<file path="config.mk">
export PLATFORM = sky130hd
export DESIGN_NAME = modular_exponentiation
export DESIGN_NICKNAME = d
export VERILOG_FILES = /design/src/design/mexp_pkg.sv /design/src/design/modular_exponentiation.sv /design/src/design/mexp_dp.sv /design/src/design/mexp_ctrl.sv
export SDC_FILE = /design/constraint.sdc
export NUM_CORES = 1
export LEC_CHECK = 0
export BUFFER_PORTS_ARGS = -buffer_cell sky130_fd_sc_hd__buf_2
export CORE_UTILIZATION = 35
export DETAILED_ROUTE_END_ITERATION = 12
export RECOVER_POWER = 100
export SYNTH_ARGS = -nofsm -noshare
export SYNTH_HDL_FRONTEND = slang
export SYNTH_SLANG_ARGS = --single-unit
</file>
<file path="constraint.sdc">
create_clock -name clk -period 28.9 [get_ports clk]
set_clock_uncertainty 0.15 [all_clocks]
set_input_delay 4.335 -clock clk [delete_from_list [all_inputs] [get_ports clk]]
set_output_delay 4.335 -clock clk [all_outputs]
set_load 0.01 [all_outputs]
</file>
<file path="src/design/mexp_pkg.sv">
// Shared widths, command and status types of the modular exponentiation block.
package mexp_pkg;

	localparam int BASE_W = 63;
	localparam int EXP_W  = 63;
	localparam int MOD_W  = 31;
	localparam int CNT_W  = 6;

	localparam logic [CNT_W-1:0] RED_LAST = CNT_W'(BASE_W - 1);
	localparam logic [CNT_W-1:0] MUL_LAST = CNT_W'(MOD_W - 1);

	typedef struct packed {
		logic load;
		logic red_step;
		logic setup;
		logic mul_clear;
		logic mul_step;
		logic mul_last;
	} mexp_cmd_t;

	typedef struct packed {
		logic zero;
		logic exp_zero;
	} mexp_stat_t;

endpackage

</file>
<file path="src/design/modular_exponentiation.sv">
// The 63-step base reduction comes first; when the modulus or base mod modulus is
// zero the result is zero, otherwise one bit-serial multiply pass over the 31
// multiplier bits runs per exponent bit (square and product run side by side).
// One item at a time: the next beat is taken the cycle after the result leaves.
// arst_n clears the controller to idle; datapath registers are not reset.
module modular_exponentiation (
	input  logic                        clk,
	input  logic                        arst_n,
	input  logic                        in_valid,
	output logic                        in_stall,
	input  logic [mexp_pkg::BASE_W-1:0] base,
	input  logic [mexp_pkg::EXP_W-1:0]  exponent,
	input  logic [mexp_pkg::MOD_W-1:0]  modulus,
	output logic                        out_valid,
	input  logic                        out_stall,
	output logic [mexp_pkg::MOD_W-1:0]  result
);
	import mexp_pkg::*;

	mexp_cmd_t  cmd;
	mexp_stat_t stat;

	mexp_ctrl u_ctrl (
		.clk       (clk),
		.arst_n    (arst_n),
		.in_valid  (in_valid),
		.in_stall  (in_stall),
		.out_valid (out_valid),
		.out_stall (out_stall),
		.stat      (stat),
		.cmd       (cmd)
	);

	mexp_dp u_dp (
		.clk      (clk),
		.cmd      (cmd),
		.base     (base),
		.exponent (exponent),
		.modulus  (modulus),
		.stat     (stat),
		.result   (result)
	);

endmodule

</file>
<file path="src/design/mexp_dp.sv">
// Datapath: base reduction, two bit-serial modular multipliers, exponent shifter.
module mexp_dp (
	input  logic                        clk,
	input  mexp_pkg::mexp_cmd_t         cmd,
	input  logic [mexp_pkg::BASE_W-1:0] base,
	input  logic [mexp_pkg::EXP_W-1:0]  exponent,
	input  logic [mexp_pkg::MOD_W-1:0]  modulus,
	output mexp_pkg::mexp_stat_t        stat,
	output logic [mexp_pkg::MOD_W-1:0]  result
);
	import mexp_pkg::*;

	logic [BASE_W-1:0] base_q;
	logic [EXP_W-1:0]  exp_q;
	logic [MOD_W-1:0]  mod_q;
	logic [MOD_W-1:0]  acc_q;
	logic [MOD_W-1:0]  sq_q;
	logic [MOD_W-1:0]  ra_q;
	logic [MOD_W-1:0]  rb_q;
	logic [MOD_W-1:0]  ma_q;
	logic [MOD_W-1:0]  mb_q;

	logic [MOD_W:0]    red_t;
	logic [MOD_W-1:0]  red_next;
	logic [MOD_W-1:0]  ra_next;
	logic [MOD_W-1:0]  rb_next;

	// One step of r = (2r + bit*b) mod m, with r < m and b < m.
	function automatic logic [MOD_W-1:0] mm_step(input logic [MOD_W-1:0] r,
		input logic bit_i, input logic [MOD_W-1:0] b, input logic [MOD_W-1:0] m);
		logic [MOD_W+1:0] t;
		logic [MOD_W+1:0] t1;
		logic [MOD_W+1:0] t2;
		logic [MOD_W+1:0] m1;
		logic [MOD_W+1:0] m2;
		m1 = {2'b00, m};
		m2 = {1'b0, m, 1'b0};
		t  = {1'b0, r, 1'b0} + (bit_i ? {2'b00, b} : '0);
		t1 = t - m1;
		t2 = t - m2;
		if (t >= m2) begin
			mm_step = t2[MOD_W-1:0];
		end else if (t >= m1) begin
			mm_step = t1[MOD_W-1:0];
		end else begin
			mm_step = t[MOD_W-1:0];
		end
	endfunction

	// Restoring reduction: shift in one base bit, subtract the modulus if it fits.
	always_comb begin
		red_t = {sq_q, base_q[BASE_W-1]};
		if (red_t >= {1'b0, mod_q}) begin
			red_t = red_t - {1'b0, mod_q};
		end
		red_next = red_t[MOD_W-1:0];
	end

	assign ra_next = mm_step(ra_q, ma_q[MOD_W-1], sq_q, mod_q);
	assign rb_next = mm_step(rb_q, mb_q[MOD_W-1], sq_q, mod_q);

	always_ff @(posedge clk) begin
		if (cmd.load) begin
			base_q <= base;
			exp_q  <= exponent;
			mod_q  <= modulus;
			sq_q   <= '0;
		end
		if (cmd.red_step) begin
			sq_q   <= red_next;
			base_q <= {base_q[BASE_W-2:0], 1'b0};
		end
		if (cmd.setup) begin
			acc_q <= stat.zero ? '0 : MOD_W'(1);
		end
		if (cmd.mul_clear) begin
			ra_q <= '0;
			rb_q <= '0;
			ma_q <= acc_q;
			mb_q <= sq_q;
		end
		if (cmd.mul_step) begin
			ra_q <= ra_next;
			rb_q <= rb_next;
			ma_q <= {ma_q[MOD_W-2:0], 1'b0};
			mb_q <= {mb_q[MOD_W-2:0], 1'b0};
			// commit the square, and the product if the exponent bit is set, on the last multiplier bit
			if (cmd.mul_last) begin
				if (exp_q[0]) begin
					acc_q <= ra_next;
				end
				sq_q  <= rb_next;
				exp_q <= {1'b0, exp_q[EXP_W-1:1]};
			end
		end
	end

	assign stat.zero     = (mod_q == '0) || (sq_q == '0);
	assign stat.exp_zero = (exp_q == '0);
	assign result        = acc_q;

endmodule

</file>
<file path="src/design/mexp_ctrl.sv">
// Controller: sequences reduction, per-bit multiply passes and the result beat.
module mexp_ctrl (
	input  logic                 clk,
	input  logic                 arst_n,
	input  logic                 in_valid,
	output logic                 in_stall,
	output logic                 out_valid,
	input  logic                 out_stall,
	input  mexp_pkg::mexp_stat_t stat,
	output mexp_pkg::mexp_cmd_t  cmd
);
	import mexp_pkg::*;

	typedef enum logic [5:0] {
		S_IDLE   = 6'b000001,
		S_REDUCE = 6'b000010,
		S_SETUP  = 6'b000100,
		S_TEST   = 6'b001000,
		S_MUL    = 6'b010000,
		S_DONE   = 6'b100000
	} state_t;

	state_t           state_q;
	state_t           state_d;
	logic [CNT_W-1:0] cnt_q;
	logic [CNT_W-1:0] cnt_d;

	always_comb begin
		state_d = state_q;
		cnt_d   = cnt_q;
		cmd     = '0;
		unique case (state_q)
			S_IDLE: begin
				if (in_valid) begin
					cmd.load = 1'b1;
					cnt_d    = RED_LAST;
					state_d  = S_REDUCE;
				end
			end
			S_REDUCE: begin
				cmd.red_step = 1'b1;
				if (cnt_q == '0) begin
					state_d = S_SETUP;
				end else begin
					cnt_d = cnt_q - 1'b1;
				end
			end
			S_SETUP: begin
				cmd.setup = 1'b1;
				state_d   = stat.zero ? S_DONE : S_TEST;
			end
			S_TEST: begin
				if (stat.exp_zero) begin
					state_d = S_DONE;
				end else begin
					cmd.mul_clear = 1'b1;
					cnt_d         = MUL_LAST;
					state_d       = S_MUL;
				end
			end
			S_MUL: begin
				cmd.mul_step = 1'b1;
				if (cnt_q == '0) begin
					cmd.mul_last = 1'b1;
					state_d      = S_TEST;
				end else begin
					cnt_d = cnt_q - 1'b1;
				end
			end
			S_DONE: begin
				if (!out_stall) begin
					state_d = S_IDLE;
				end
			end
			default: begin
				state_d = S_IDLE;
			end
		endcase
	end

	always_ff @(posedge clk or negedge arst_n) begin
		if (!arst_n) begin
			state_q <= S_IDLE;
			cnt_q   <= '0;
		end else begin
			state_q <= state_d;
			cnt_q   <= cnt_d;
		end
	end

	assign in_stall  = (state_q != S_IDLE);
	assign out_valid = (state_q == S_DONE);

endmodule

</file>
==> reports/metrics.yaml <==
post-place-ws_ns: 21.86
r2r_slack_ns: 20.33
overflow: 0
cp_slowest_cell: "clkbuf_1"
htree_levels: 2
cp_max_fo: 94
place_inst: 4062
synth-seq-cells: 355
crit_arrival_ns: 9.69
status: "finished, violations left"
min_period_over_period_pct: 32.46
drive_gt1_share_pct: 9.691
hold_violations: 0
p_int_mw: 1.480
ys.flop_type: "edfxtp_1"
p_comb_share_pct: 45.4
placed_area_mm2: 0.02871
start_kind: "primary input"
cp_slowest_stage_delay_ns: 3.11
max_cap_violations: 9
worst-endpoint-required_ns: 29.21
nNetsFinal: 3516
multiInputGateArea_mm2: 0.01650
power_frac_seq_pct: 32.0
die_area_mm2: 0.07758
die_y_um: 278.5
cts_hold_repair.buffers: 0
clk_latency_ns: 0.60
dp_hpwl_um: 63080
ios: 194
rows: 101
cts_resized: 0
cts_setup_buffers: 0
setup_viol: 0
worstPathCellList: "clkbuf_1 -> nand2_2 -> clkinvlp_2 -> clkbuf_1 -> a22o_1"
cts_tree: "done"
numClockSinks: 355
drtAntennaViolNets: 0
yosys.area.top_type: "edfxtp_1"
initial_core_util_pct: 35.30
power-per-cell-area_mw_per_mm2: 84.22
track_usage_pct: 21.27
setup_tns_ns: 0
cts-buffers-inserted: 45
via_per_inst: 5.734
grt_pass1_wl_um: 130800
critPathKind: "primary input to flop"
syn_area_mm2: 0.02677
area.growth.synth_to_final_pct: 12.17
seq_area_mm2: 0.009320
coreArea_mm2: 0.07582
clockPowerShare_pct: 22.6
drt_iter0_markers: 2111
holdPathStages: 2
root_buffer: "clkbuf_16"
max_freq_ghz: 0.1066
wl_per_cell_um: 20.36
port_buffers: 193
grt_setup_unrepaired: "no"
ys_top_cells_by_count: "286 x nand2_1, 252 x nor2_1, 217 x ha_1"
antenna_found_initial: 2
syn_inst: 2998
syn_area_per_cell_um2: 8.928
tightest_slew_ns: 7.483
ys_types: 88
synth.most_common_cell: "nand2_1"
report.final.slew_viol_count: 580
fin_crit_ns: 9.381
switchingPower_mw: 1.048
place_congestion: 0.9538
route.vias.total: 23790
clockBufferDepth: 3
grt_start_max_net_pins: 123
synth-seq-area-share_pct: 34.82
async_reset_ff_share_pct: 3.380
synth_edf_count: 215
wl_um: 84470
fillers: 7612
design_area_mm2: 0.03002
netlist_top_cells_area: "edfxtp_1 24%, ha_1 10%, dfxtp_1 9.6%"
drc_errors: 0
end_kind: "flop"
syn-num-nets: 3383
hp-class: "flop to flop"
drtPass1Iterations: 5
yosys_warnings: 0
fp.dieW_um: 278.5
clkTransAtPathRegs_ns: 0.06
cpMostUsedCell: "clkbuf_1"
fin_total_pwr_mw: 2.529
p_leak_nw: 12.85
synth_top_area_share_pct: 24.12
vdd_drop_max_mv: 0.04273
p_sw_share_pct: 41.46
layout_setup_ws_ns: 19.52
grt_pass1_vias: 22670
final_cells: 4149
ff2ff_path_depth: 24
violations: "capacitance limit, slew limit"
slew_headroom_pct: -398.9
[sequential cells by signal (all words and copies together) (netlist names)]
signal,cells
u_dp.ma_q,31
u_dp.exp_q,63
u_ctrl.state_q,6
u_dp.mb_q,31
u_dp.ra_q,31
u_dp.mod_q,31
u_dp.base_q,63
u_ctrl.cnt_q,6
u_dp.result,31
u_dp.sq_q,31
u_dp.rb_q,31
[cells by family after synthesis]
| group | Yosys count | share of synthesized area [%] |
|---|---|---|
| AND/OR/NAND/NOR | 982 | 17.60 |
| AO/OA/AOI/OAI | 959 | 25.05 |
| flip-flops | 355 | 34.82 |
| buffers and inverters | 243 | 3.529 |
| adder cells (fa/ha/maj) | 224 | 10.67 |
| XOR/XNOR | 171 | 5.596 |
| multiplexers | 64 | 2.735 |
[per-stage QoR]
| stage | hold WS, ns | utilization [%] |
|---|---|---|
| finish | 0.3057 | 39.60 |
| global route | 0.3450 | 39.59 |
| CTS | 0.3043 | 39.83 |
| detailed placement | 0.2962 | 37.86 |
| global placement | 0.2960 | 37.86 |
| floorplan | 0.2860 | - |
[metal layers]
layer | up-vias | global-route usage [%] | share of wire (%)
met4 | 0 | 5.720 | 2.4
met3 | 112 | 2.762 | 5.4
li1 | 11630 | - | -
met5 | - | 0 | 0
met2 | 665 | 33.73 | 45
met1 | 11380 | 30.23 | 47
[area by class of cell]
class / count / area share (%)
Antenna cell: 3 / 0.02500
Clock buffer: 59 / 4.280
Clock inverter: 25 / 0.6918
Inverter: 112 / 1.404
Multi-Input combinational cell: 2400 / 54.96
Sequential cell: 355 / 31.04
Tap cell: 978 / 4.076
Timing Repair Buffer: 217 / 3.521
[cell usage in the layout (no fill, tap or decap), types with 110 or more instances in the layout]
cell type and n:
o21ai_0 117, dfxtp_1 128, nand2_1 284, xnor2_1 113
a22o_1 129, a21oi_1 202, edfxtp_1 215, ha_1 217
nor2_1 249, buf_2 158, inv_1 110
[final timing paths]
kind,start,end
min,u_dp.base_q[0],u_dp.base_q[0]
min reg2reg,u_dp.base_q[0],u_dp.base_q[0]
max reg2reg,u_dp.mb_q[30],u_dp.rb_q[25]
max,in_valid,u_dp.base_q[37]
max in group asynchronous,arst_n,u_ctrl.cnt_q[5]
min in group asynchronous,arst_n,u_ctrl.cnt_q[0]
[worst max-delay path, delay by kind of cell]
kind | cells | cell delay, ns
buffers and inverters | 3 | 4.67
AO/OA/AOI/OAI | 1 | 0.49
AND/OR/NAND/NOR | 1 | 0.07
[power by group through the flow]
stage	sequential [mW]	clock, mW	combinational, mW
after global placement	0.805	0	1.14
after floorplan	0.772	0	0.873
after detailed placement	0.805	0	1.14
after global routing	0.826	0.600	1.27
final	0.810	0.570	1.15
after CTS	0.797	0.582	1.15
Note: power is estimated with default switching activity, not from simulation.
